--- src/sv/sts_pkg.sv ---
`default_nettype none
package sts_pkg;

    localparam int unsigned KwCount = 22;
    localparam int unsigned KwTextLen = 7;

    localparam logic [5:0] K_IDENT   = 6'd0;
    localparam logic [5:0] K_INT     = 6'd1;
    localparam logic [5:0] K_FLOAT   = 6'd2;
    localparam logic [5:0] K_STR     = 6'd3;
    localparam logic [5:0] K_KW      = 6'd4;
    localparam logic [5:0] K_LPAREN  = 6'd26;
    localparam logic [5:0] K_RPAREN  = 6'd27;
    localparam logic [5:0] K_COMMA   = 6'd28;
    localparam logic [5:0] K_SEMI    = 6'd29;
    localparam logic [5:0] K_DOT     = 6'd30;
    localparam logic [5:0] K_PLUS    = 6'd31;
    localparam logic [5:0] K_MINUS   = 6'd32;
    localparam logic [5:0] K_STAR    = 6'd33;
    localparam logic [5:0] K_EQ      = 6'd34;
    localparam logic [5:0] K_LT      = 6'd35;
    localparam logic [5:0] K_LEQ     = 6'd36;
    localparam logic [5:0] K_NEQ     = 6'd37;
    localparam logic [5:0] K_GT      = 6'd38;
    localparam logic [5:0] K_GEQ     = 6'd39;
    localparam logic [5:0] K_UNKNOWN = 6'd40;
    localparam logic [5:0] K_EOF     = 6'd41;

    localparam logic [7:0] CH_QUOTE  = 8'h27;
    localparam logic [7:0] CH_BSLASH = 8'h5C;
    localparam logic [7:0] CH_NL     = 8'h0A;

    // Keyword text, right aligned: the first letter sits in the highest used byte.
    function automatic logic [55:0] kw_text(input logic [4:0] idx);
        logic [55:0] t;
        case (idx)
            5'd0:    t = 56'("CREATE");
            5'd1:    t = 56'("TABLE");
            5'd2:    t = 56'("DROP");
            5'd3:    t = 56'("INSERT");
            5'd4:    t = 56'("INTO");
            5'd5:    t = 56'("VALUES");
            5'd6:    t = 56'("SELECT");
            5'd7:    t = 56'("FROM");
            5'd8:    t = 56'("WHERE");
            5'd9:    t = 56'("UPDATE");
            5'd10:   t = 56'("SET");
            5'd11:   t = 56'("DELETE");
            5'd12:   t = 56'("PRIMARY");
            5'd13:   t = 56'("KEY");
            5'd14:   t = 56'("INT");
            5'd15:   t = 56'("BIGINT");
            5'd16:   t = 56'("VARCHAR");
            5'd17:   t = 56'("FLOAT");
            5'd18:   t = 56'("AND");
            5'd19:   t = 56'("OR");
            5'd20:   t = 56'("NOT");
            5'd21:   t = 56'("NULL");
            default: t = '0;
        endcase
        return t;
    endfunction

    function automatic logic [2:0] kw_len(input logic [4:0] idx);
        logic [2:0] l;
        case (idx)
            5'd0, 5'd3, 5'd5, 5'd6, 5'd9, 5'd11, 5'd15: l = 3'd6;
            5'd1, 5'd8, 5'd17:                           l = 3'd5;
            5'd2, 5'd4, 5'd7, 5'd21:                     l = 3'd4;
            5'd10, 5'd13, 5'd14, 5'd18, 5'd20:           l = 3'd3;
            5'd12, 5'd16:                                l = 3'd7;
            5'd19:                                       l = 3'd2;
            default:                                     l = 3'd0;
        endcase
        return l;
    endfunction

    function automatic logic is_digit(input logic [7:0] c);
        return (c >= 8'h30) && (c <= 8'h39);
    endfunction

    function automatic logic is_alpha(input logic [7:0] c);
        return ((c >= 8'h61) && (c <= 8'h7A)) || ((c >= 8'h41) && (c <= 8'h5A));
    endfunction

    function automatic logic is_space(input logic [7:0] c);
        return (c == 8'h20) || ((c >= 8'h09) && (c <= 8'h0D));
    endfunction

    function automatic logic is_word(input logic [7:0] c);
        return is_alpha(c) || is_digit(c) || (c == 8'h5F);
    endfunction

    function automatic logic [7:0] to_upper(input logic [7:0] c);
        return ((c >= 8'h61) && (c <= 8'h7A)) ? c - 8'h20 : c;
    endfunction

endpackage
`default_nettype wire

--- src/sv/sql_token_scanner.sv ---
// The tokens of a taken word are found combinationally and registered in the output buffer.
// Throughput: one source byte per cycle while each byte yields at most one token and output
// is not stalled; a byte with two or three tokens holds input until its last one leaves.
// Reset (synchronous, active low): scanner idle, offset 0, line 1, output buffer empty.
`default_nettype none
module sql_token_scanner #(
    parameter int unsigned OFFSET_BITS = 24,
    parameter int unsigned LINE_BITS = 20,
    parameter int unsigned KEYWORD_MAX_LEN = 7
) (
    input  wire logic                    i_clk,
    input  wire logic                    i_rst_n,
    input  wire logic                    i_valid,
    output logic                         o_stall,
    input  wire logic [7:0]              i_data_byte,
    input  wire logic                    i_has_byte,
    input  wire logic                    i_end_of_source,
    output logic                         o_valid,
    input  wire logic                    i_stall,
    output logic [5:0]                   o_token_kind,
    output logic [OFFSET_BITS-1:0]       o_start_offset,
    output logic [OFFSET_BITS-1:0]       o_span_length,
    output logic [LINE_BITS-1:0]         o_line_number,
    output logic                         o_last_of_run
);
    import sts_pkg::*;

    logic                           accept;
    logic                           free;
    logic [1:0]                     count;
    logic [2:0][5:0]                kind;
    logic [2:0][OFFSET_BITS-1:0]    start;
    logic [2:0][OFFSET_BITS-1:0]    span;
    logic [2:0][LINE_BITS-1:0]      line;

    assign o_stall = !free;
    assign accept = i_valid && free;

    sts_core #(
        .OFFSET_BITS(OFFSET_BITS),
        .LINE_BITS(LINE_BITS),
        .KEYWORD_MAX_LEN(KEYWORD_MAX_LEN)
    ) u_core (
        .i_clk(i_clk),
        .i_rst_n(i_rst_n),
        .i_accept(accept),
        .i_data_byte(i_data_byte),
        .i_has_byte(i_has_byte),
        .i_end_of_source(i_end_of_source),
        .o_count(count),
        .o_kind(kind),
        .o_start(start),
        .o_span(span),
        .o_line(line)
    );

    sts_out_buf #(
        .OFFSET_BITS(OFFSET_BITS),
        .LINE_BITS(LINE_BITS)
    ) u_out_buf (
        .i_clk(i_clk),
        .i_rst_n(i_rst_n),
        .i_load(accept),
        .i_count(count),
        .i_kind(kind),
        .i_start(start),
        .i_span(span),
        .i_line(line),
        .o_free(free),
        .o_valid(o_valid),
        .i_stall(i_stall),
        .o_token_kind(o_token_kind),
        .o_start_offset(o_start_offset),
        .o_span_length(o_span_length),
        .o_line_number(o_line_number),
        .o_last_of_run(o_last_of_run)
    );

    // The end of source always produces at least the Eof word.
    a_eof_out: assert property (@(posedge i_clk) disable iff (!i_rst_n)
        accept && i_end_of_source |=> o_valid)
        else $error("end of source gave no token");

    a_eof_shape: assert property (@(posedge i_clk) disable iff (!i_rst_n)
        o_valid && o_token_kind == K_EOF |-> o_last_of_run && o_span_length == '0)
        else $error("Eof token malformed");

    a_no_overrun: assert property (@(posedge i_clk) disable iff (!i_rst_n)
        accept |-> !o_valid || (o_last_of_run && !i_stall))
        else $error("item accepted over pending tokens");

endmodule
`default_nettype wire

--- src/sv/sts_kw_match.sv ---
`default_nettype none
module sts_kw_match #(
    parameter int unsigned KEYWORD_MAX_LEN = 7,
    parameter int unsigned WLEN_BITS = 4
) (
    input  wire logic [KEYWORD_MAX_LEN-1:0][7:0] i_word,
    input  wire logic [WLEN_BITS-1:0]            i_word_len,
    output logic [5:0]                           o_kind
);
    import sts_pkg::*;

    logic [KwCount-1:0] hit;

    always_comb begin
        logic [55:0] txt;
        logic [2:0]  len;
        for (int i = 0; i < KwCount; i++) begin
            txt = kw_text(5'(i));
            len = kw_len(5'(i));
            hit[i] = (i_word_len == WLEN_BITS'(len));
            for (int j = 0; j < KwTextLen; j++) begin
                if (j < int'(len)) begin
                    hit[i] = hit[i] && (i_word[j] == txt[(int'(len) - 1 - j) * 8 +: 8]);
                end
            end
        end
    end

    always_comb begin
        o_kind = K_IDENT;
        for (int i = KwCount - 1; i >= 0; i--) begin
            if (hit[i]) begin
                o_kind = K_KW + 6'(i);
            end
        end
    end

endmodule
`default_nettype wire

--- src/sv/sts_core.sv ---
`default_nettype none
module sts_core #(
    parameter int unsigned OFFSET_BITS = 24,
    parameter int unsigned LINE_BITS = 20,
    parameter int unsigned KEYWORD_MAX_LEN = 7
) (
    input  wire logic                          i_clk,
    input  wire logic                          i_rst_n,
    input  wire logic                          i_accept,
    input  wire logic [7:0]                    i_data_byte,
    input  wire logic                          i_has_byte,
    input  wire logic                          i_end_of_source,
    output logic [1:0]                         o_count,
    output logic [2:0][5:0]                    o_kind,
    output logic [2:0][OFFSET_BITS-1:0]        o_start,
    output logic [2:0][OFFSET_BITS-1:0]        o_span,
    output logic [2:0][LINE_BITS-1:0]          o_line
);
    import sts_pkg::*;

    localparam int unsigned WLEN_BITS = $clog2(KEYWORD_MAX_LEN + 2);
    localparam logic [OFFSET_BITS-1:0] OFF_MAX = '1;
    localparam logic [LINE_BITS-1:0]   LINE_MAX = '1;

    typedef enum logic [3:0] {
        M_IDLE, M_WORD, M_INT, M_FRAC, M_STR, M_ESC, M_COMMENT,
        M_LT, M_GT, M_BANG, M_MINUS
    } t_mode;

    t_mode                             r_mode, n_mode;
    logic [OFFSET_BITS-1:0]            r_start, n_start;
    logic [OFFSET_BITS-1:0]            r_off, n_off;
    logic [OFFSET_BITS-1:0]            r_span, n_span;
    logic [LINE_BITS-1:0]              r_line, n_line;
    logic [WLEN_BITS-1:0]              r_wlen, n_wlen;
    logic [KEYWORD_MAX_LEN-1:0][7:0]   r_wbuf, n_wbuf;
    logic [5:0]                        word_kind;
    logic [OFFSET_BITS-1:0]            span_inc;

    assign span_inc = (r_span == OFF_MAX) ? r_span : r_span + 1'b1;

    // Word buffer: word bytes grow it; letters and _ open it, not in strings/comments.
    always_comb begin
        n_wbuf = r_wbuf;
        n_wlen = r_wlen;
        if (i_has_byte && is_word(i_data_byte)) begin
            if (r_mode == M_WORD) begin
                if (r_wlen < WLEN_BITS'(KEYWORD_MAX_LEN)) begin
                    n_wbuf[r_wlen[$clog2(KEYWORD_MAX_LEN)-1:0]] = to_upper(i_data_byte);
                end
                if (r_wlen <= WLEN_BITS'(KEYWORD_MAX_LEN)) begin
                    n_wlen = r_wlen + 1'b1;
                end
            end else if (!is_digit(i_data_byte) &&
                         (r_mode == M_IDLE || r_mode == M_INT || r_mode == M_FRAC ||
                          r_mode == M_LT || r_mode == M_GT || r_mode == M_BANG ||
                          r_mode == M_MINUS)) begin
                n_wbuf[0] = to_upper(i_data_byte);
                n_wlen = WLEN_BITS'(1);
            end
        end
    end

    sts_kw_match #(
        .KEYWORD_MAX_LEN(KEYWORD_MAX_LEN),
        .WLEN_BITS(WLEN_BITS)
    ) u_kw_match (
        .i_word(n_wbuf),
        .i_word_len(n_wlen),
        .o_kind(word_kind)
    );

    always_comb begin
        logic [7:0]           c;
        logic                 do_close;
        logic                 do_idle;
        logic                 pend;
        logic [5:0]           pkind;
        logic [5:0]           k1;
        logic [LINE_BITS-1:0] line_after;
        c = i_data_byte;
        do_close = 1'b0;
        do_idle = 1'b0;
        pend = 1'b0;
        pkind = K_IDENT;
        k1 = K_UNKNOWN;
        n_mode = r_mode;
        n_start = r_start;
        n_span = r_span;
        n_off = r_off;
        n_line = r_line;
        o_count = 2'd0;
        o_kind = '0;
        o_start = '0;
        o_span = '0;
        o_line = '0;

        if (i_has_byte) begin
            unique case (r_mode)
                M_WORD: begin
                    if (is_word(c)) n_span = span_inc;
                    else begin
                        do_close = 1'b1;
                        do_idle = 1'b1;
                    end
                end
                M_INT: begin
                    if (is_digit(c)) n_span = span_inc;
                    else if (c == 8'h2E) begin
                        n_span = span_inc;
                        n_mode = M_FRAC;
                    end else begin
                        do_close = 1'b1;
                        do_idle = 1'b1;
                    end
                end
                M_FRAC: begin
                    if (is_digit(c)) n_span = span_inc;
                    else begin
                        do_close = 1'b1;
                        do_idle = 1'b1;
                    end
                end
                M_STR: begin
                    n_span = span_inc;
                    if (c == CH_BSLASH) n_mode = M_ESC;
                    else if (c == CH_QUOTE) begin
                        o_kind[o_count] = K_STR;
                        o_start[o_count] = r_start;
                        o_span[o_count] = span_inc;
                        o_line[o_count] = r_line;
                        o_count = o_count + 1'b1;
                        n_mode = M_IDLE;
                    end
                end
                M_ESC: begin
                    n_span = span_inc;
                    n_mode = M_STR;
                end
                M_COMMENT: begin
                    if (c == CH_NL) n_mode = M_IDLE;
                end
                M_LT, M_GT, M_BANG: begin
                    if (c == 8'h3D || (r_mode == M_LT && c == 8'h3E)) begin
                        n_span = span_inc;
                        o_kind[o_count] = (r_mode == M_LT) ? ((c == 8'h3D) ? K_LEQ : K_NEQ)
                                        : (r_mode == M_GT) ? K_GEQ : K_NEQ;
                        o_start[o_count] = r_start;
                        o_span[o_count] = span_inc;
                        o_line[o_count] = r_line;
                        o_count = o_count + 1'b1;
                        n_mode = M_IDLE;
                    end else begin
                        do_close = 1'b1;
                        do_idle = 1'b1;
                    end
                end
                M_MINUS: begin
                    if (c == 8'h2D) n_mode = M_COMMENT;
                    else begin
                        do_close = 1'b1;
                        do_idle = 1'b1;
                    end
                end
                default: do_idle = 1'b1;
            endcase

            if (do_close) begin
                unique case (r_mode)
                    M_WORD:  pkind = word_kind;
                    M_INT:   pkind = K_INT;
                    M_FRAC:  pkind = K_FLOAT;
                    M_LT:    pkind = K_LT;
                    M_GT:    pkind = K_GT;
                    M_BANG:  pkind = K_UNKNOWN;
                    M_MINUS: pkind = K_MINUS;
                    default: pkind = K_STR;
                endcase
                o_kind[o_count] = pkind;
                o_start[o_count] = r_start;
                o_span[o_count] = r_span;
                o_line[o_count] = r_line;
                o_count = o_count + 1'b1;
                n_mode = M_IDLE;
            end

            if (do_idle && !is_space(c)) begin
                n_start = r_off;
                n_span = OFFSET_BITS'(1);
                if (c == CH_QUOTE) n_mode = M_STR;
                else if (is_digit(c)) n_mode = M_INT;
                else if (is_alpha(c) || c == 8'h5F) n_mode = M_WORD;
                else begin
                    case (c)
                        8'h3C: n_mode = M_LT;
                        8'h3E: n_mode = M_GT;
                        8'h21: n_mode = M_BANG;
                        8'h2D: n_mode = M_MINUS;
                        default: begin
                            case (c)
                                8'h28:   k1 = K_LPAREN;
                                8'h29:   k1 = K_RPAREN;
                                8'h2C:   k1 = K_COMMA;
                                8'h3B:   k1 = K_SEMI;
                                8'h2E:   k1 = K_DOT;
                                8'h2B:   k1 = K_PLUS;
                                8'h2A:   k1 = K_STAR;
                                8'h3D:   k1 = K_EQ;
                                default: k1 = K_UNKNOWN;
                            endcase
                            o_kind[o_count] = k1;
                            o_start[o_count] = r_off;
                            o_span[o_count] = OFFSET_BITS'(1);
                            o_line[o_count] = r_line;
                            o_count = o_count + 1'b1;
                        end
                    endcase
                end
            end

            if (c == CH_NL && r_line != LINE_MAX) n_line = r_line + 1'b1;
            if (r_off != OFF_MAX) n_off = r_off + 1'b1;
        end

        line_after = n_line;
        if (i_end_of_source) begin
            unique case (n_mode)
                M_WORD:  begin pend = 1'b1; pkind = word_kind; end
                M_INT:   begin pend = 1'b1; pkind = K_INT;     end
                M_FRAC:  begin pend = 1'b1; pkind = K_FLOAT;   end
                M_STR,
                M_ESC:   begin pend = 1'b1; pkind = K_STR;     end
                M_LT:    begin pend = 1'b1; pkind = K_LT;      end
                M_GT:    begin pend = 1'b1; pkind = K_GT;      end
                M_BANG:  begin pend = 1'b1; pkind = K_UNKNOWN; end
                M_MINUS: begin pend = 1'b1; pkind = K_MINUS;   end
                default: pend = 1'b0;
            endcase
            if (pend) begin
                o_kind[o_count] = pkind;
                o_start[o_count] = n_start;
                o_span[o_count] = n_span;
                o_line[o_count] = line_after;
                o_count = o_count + 1'b1;
            end
            o_kind[o_count] = K_EOF;
            o_start[o_count] = n_off;
            o_span[o_count] = '0;
            o_line[o_count] = line_after;
            o_count = o_count + 1'b1;
            n_mode = M_IDLE;
            n_start = '0;
            n_off = '0;
            n_span = '0;
            n_line = LINE_BITS'(1);
        end
    end

    always_ff @(posedge i_clk) begin
        if (!i_rst_n) begin
            r_mode <= M_IDLE;
            r_start <= '0;
            r_off <= '0;
            r_span <= '0;
            r_line <= LINE_BITS'(1);
            r_wlen <= '0;
        end else if (i_accept) begin
            r_mode <= n_mode;
            r_start <= n_start;
            r_off <= n_off;
            r_span <= n_span;
            r_line <= n_line;
            r_wlen <= i_end_of_source ? '0 : n_wlen;
        end
    end

    always_ff @(posedge i_clk) begin
        if (i_accept) begin
            r_wbuf <= n_wbuf;
        end
    end

endmodule
`default_nettype wire

--- src/sv/sts_out_buf.sv ---
`default_nettype none
module sts_out_buf #(
    parameter int unsigned OFFSET_BITS = 24,
    parameter int unsigned LINE_BITS = 20
) (
    input  wire logic                          i_clk,
    input  wire logic                          i_rst_n,
    input  wire logic                          i_load,
    input  wire logic [1:0]                    i_count,
    input  wire logic [2:0][5:0]               i_kind,
    input  wire logic [2:0][OFFSET_BITS-1:0]   i_start,
    input  wire logic [2:0][OFFSET_BITS-1:0]   i_span,
    input  wire logic [2:0][LINE_BITS-1:0]     i_line,
    output logic                               o_free,
    output logic                               o_valid,
    input  wire logic                          i_stall,
    output logic [5:0]                         o_token_kind,
    output logic [OFFSET_BITS-1:0]             o_start_offset,
    output logic [OFFSET_BITS-1:0]             o_span_length,
    output logic [LINE_BITS-1:0]               o_line_number,
    output logic                               o_last_of_run
);
    logic [1:0]                       r_left;
    logic [1:0]                       r_head;
    logic [2:0][5:0]                  r_kind;
    logic [2:0][OFFSET_BITS-1:0]      r_start;
    logic [2:0][OFFSET_BITS-1:0]      r_span;
    logic [2:0][LINE_BITS-1:0]        r_line;
    logic                             pop;

    assign o_valid = (r_left != 2'd0);
    assign pop = o_valid && !i_stall;
    // A new item may land as the last buffered word leaves.
    assign o_free = (r_left == 2'd0) || (r_left == 2'd1 && pop);

    assign o_token_kind = r_kind[r_head];
    assign o_start_offset = r_start[r_head];
    assign o_span_length = r_span[r_head];
    assign o_line_number = r_line[r_head];
    assign o_last_of_run = (r_left == 2'd1);

    always_ff @(posedge i_clk) begin
        if (!i_rst_n) begin
            r_left <= 2'd0;
            r_head <= 2'd0;
        end else if (i_load) begin
            r_left <= i_count;
            r_head <= 2'd0;
        end else if (pop) begin
            r_left <= r_left - 1'b1;
            r_head <= r_head + 1'b1;
        end
    end

    always_ff @(posedge i_clk) begin
        if (i_load) begin
            r_kind <= i_kind;
            r_start <= i_start;
            r_span <= i_span;
            r_line <= i_line;
        end
    end

endmodule
`default_nettype wire

--- config.mk ---
export PLATFORM = sky130hd
export DESIGN_NAME = sql_token_scanner
export DESIGN_NICKNAME = d
export VERILOG_FILES = /design/src/sv/sts_pkg.sv /design/src/sv/sql_token_scanner.sv /design/src/sv/sts_kw_match.sv /design/src/sv/sts_core.sv /design/src/sv/sts_out_buf.sv
export SDC_FILE = /design/constraint.sdc
export NUM_CORES = 1
export LEC_CHECK = 0
export ABC_AREA = 1
export BUFFER_PORTS_ARGS = -buffer_cell sky130_fd_sc_hd__buf_2
export CORE_MARGIN = 5
export CORE_UTILIZATION = 35
export DETAILED_ROUTE_END_ITERATION = 7
export PLACE_DENSITY = 0.52
export SYNTH_ARGS = -nofsm -noshare
export SYNTH_HDL_FRONTEND = slang
export SYNTH_SLANG_ARGS = --single-unit
--- constraint.sdc ---
create_clock -name i_clk -period 21 [get_ports i_clk]
set_input_delay 1.05 -clock i_clk [delete_from_list [all_inputs] [get_ports i_clk]]
set_output_delay 1.05 -clock i_clk [all_outputs]
set_load 0.01 [all_outputs]
==> out/results.txt <==
outcome = finished clean
Core Area = 73200 sq um
RSZ-0062 raised after global routing = false
CTS tree = done
Final Max Slew Viols = 0
crit-path max cell delay = 0.99 ns
# DRC = 0
Flop pwr share = 0.384
1st-iter DRT viols = 2455
Die Wd = 282 microns
WL/cell = 20.3 microns
aggregate routed wire length = 93500 microns
worst hold stages = 2
Final setup viols = 0
CP endpoint kind = register
post-CTS setup repair buffer count = 0
Port Buffer Count = 90
Max Clock Skew = 0.0315 ns
Main synth FF type = edfxtp_1
Max clock buf depth = 3
Logic pwr share = 0.343
Hold/Removal Path Class = register to register
Critical-path top delay cell = ha_1
Fmax = 0.116 GHz
Peak supply drop = 0.105 mV
antenna violations before repair = 1
Mapped Area = 26000 sq um
pwr/cell area = 101 nW/um^2
final weighted congestion in routability-driven placement = 0.970
Yosys cell types = 64
die area = 79700 sq um
WP depth = 27
Root Buffer = clkbuf_16
Min Hold Slack = 0.498 ns
Crit path top cell by count = nand2_1
die height = 282 microns
row cnt = 99
ys async rst share = 0
top post-synthesis cells by area = edfxtp_1 (32%), nand2_1 (10%), dfxtp_1 (8.0%)
Worst slew margin = 0.158
Setup CP Type = primary input to register
grt total ovfl = 0
Clock power frac = 0.273
Psw = 1130 uW
most instantiated library cell after synthesis = nand2_1
synthesized flop and latch total = 382
register area share after synthesis = 0.402
Clock transition at path regs = 0.06 ns
Synth top area share = 0.322
Startpoint Class = primary input
Via Count = 25498
I/O Pins = 91
nets = 3643
Sw Ratio = 0.394
FF-to-FF path depth = 25
CP Max Fanout = 32
drt first pass iters = 6
CTS Sinks = 382
synth warn = 0
GRT Resource Usage Total = 0.228
antenna-violating nets left = 0
number of CTS-inserted buffers = 46
largest net degree at the start of global routing = 154
Mapped Nets = 3694
synth cell count leaders = nand2_1 (714), nor2_1 (458), inv_1 (406)
Lkg Pwr = 0.0108 uW
Crit path required time = 21.32 ns
Post-synth EDFFs = 278
Clock Latency Late Sink = 0.61 ns
vias in the first global route = 24299
first-pass GRT wire length = 145000 microns
max-cap viol count = 0
post-DP HPWL = 61600 microns
Worst-Margin Slew = 1.26 ns
Vias/cell = 5.53
CP delay by family, top = simple AND/OR/NAND/NOR gates
Cells after Synth = 3663
Internal Power = 1740 uW
Yosys top cell by area = edfxtp_1
crit path time final = 8.62 ns
share of layout cells above drive strength 1 = 0.0707
endpoints failing hold = 0
Crit path buffers/inverters = 7
mean area per synthesized cell = 7.09 sq um
final setup TNS = 0 ns
CTS H-tree lvls = 2
area grow syn2layout = 9.69%
Period Utilization, post-route = 0.411
arrival time at the worst endpoint = 8.94 ns
post-CTS sizing = 0
Starting Density = 0.355
CTS Hold Bufs = 0
## registers in the layout, indices dropped and copies added (netlist names)
signal,cells
u_core.r_line,20
u_core.r_mode,4
u_core.r_off,24
u_core.r_span,24
u_core.r_start,24
u_core.r_wbuf,56
u_core.r_wlen,4
u_out_buf.r_head,2
u_out_buf.r_kind,18
u_out_buf.r_left,2
u_out_buf.r_line,60
u_out_buf.r_span,72
u_out_buf.r_start,72
## per-stage QoR
stage,utilization,std cells,setup WS [ns],power [uW],cell area (sq um)
after floorplan,-,3663,4.46,1820,26000
after global placement,0.369,4523,11.96,2100,27000
after detailed placement,0.369,4523,11.61,2110,27000
after CTS,0.389,4609,12.27,2900,28500
after global routing,0.389,4609,11.77,3050,28500
final,0.389,4611,12.38,2870,28500
## routing by layer
| metal | global-route usage | wire length (microns) | part of all wire |
|---|---|---|---|
| met1 | 0.321 | 42700 | 0.46 |
| met5 | 0 | 13 | 0.00014 |
| met4 | 0.0588 | 2130 | 0.023 |
| met3 | 0.0272 | 5500 | 0.059 |
| met2 | 0.374 | 43100 | 0.46 |
## cells in the final DEF (no fill, tap or decap), drive strengths merged, types with 2 or more instances in the layout
master	n
or2	2
a21boi	22
a2bb2oi	2
nor2	471
o22ai	134
clkbuf	71
xor2	50
nand4	83
edfxtp	278
a22oi	12
clkinvlp	2
nand2	725
nor3	82
or4	2
o31ai	87
a41oi	2
o21bai	2
nor4	21
nand3	309
o221ai	4
o311ai	5
o32ai	6
a21oi	147
clkinv	17
buf	121
o21ai	393
a31oi	20
nand3b	7
o211ai	10
dfxtp	104
inv	425
a32oi	4
ha	17
diode	2
## power groups by stage
stage	logic, uW	clock network, uW	registers (uW)
floorplan	645	0	1180
global placement	985	0	1120
detailed placement	987	0	1120
CTS	990	805	1100
global route	1090	836	1120
finish	985	786	1100
## tightest hold or removal path, delay by kind of cell, from the launching register on
kind            cells  cell delay [ns]
compound gates      1             0.08
flops               1             0.31
buf+inv             1             0.06
## path summary, 6_finish.rpt
| kind | start | to | slack (ns) |
|---|---|---|---|
| setup reg to reg | u_core.r_mode[0] | u_out_buf.r_span[28] | 12.80 |
| hold reg to reg | u_core.r_start[6] | u_core.r_start[6] | 0.50 |
| setup / recovery | i_data_byte[2] | u_out_buf.r_span[28] | 12.38 |
| hold / removal | u_core.r_start[6] | u_core.r_start[6] | 0.50 |
## cells by family (layout without fill, tap and decap cells)
logic type | Yosys count | count (layout) | synth area share
compound gates | 857 | 857 | 0.191
xor+xnor | 51 | 51 | 0.0172
fa+ha+maj | 17 | 17 | 0.00819
buf+inv | 649 | 636 | 0.0978
flops | 382 | 382 | 0.402
mux | 1 | 1 | 0.000386
other cells | 0 | 2 | 0
simple gates | 1706 | 1706 | 0.284
## final cells by class
cell class / instances / area (sq um)
Timing Repair Buffer: 121 / 698
Clock inverter: 15 / 124
Sequential cell: 382 / 10400
Inverter: 429 / 1610
Tap cell: 959 / 1200
Multi-Input combinational cell: 2632 / 13000
Fill cell: 7771 / 44700
Clock buffer: 71 / 1370
Antenna cell: 2 / 5.00
Power figures use the tool's default switching activity.
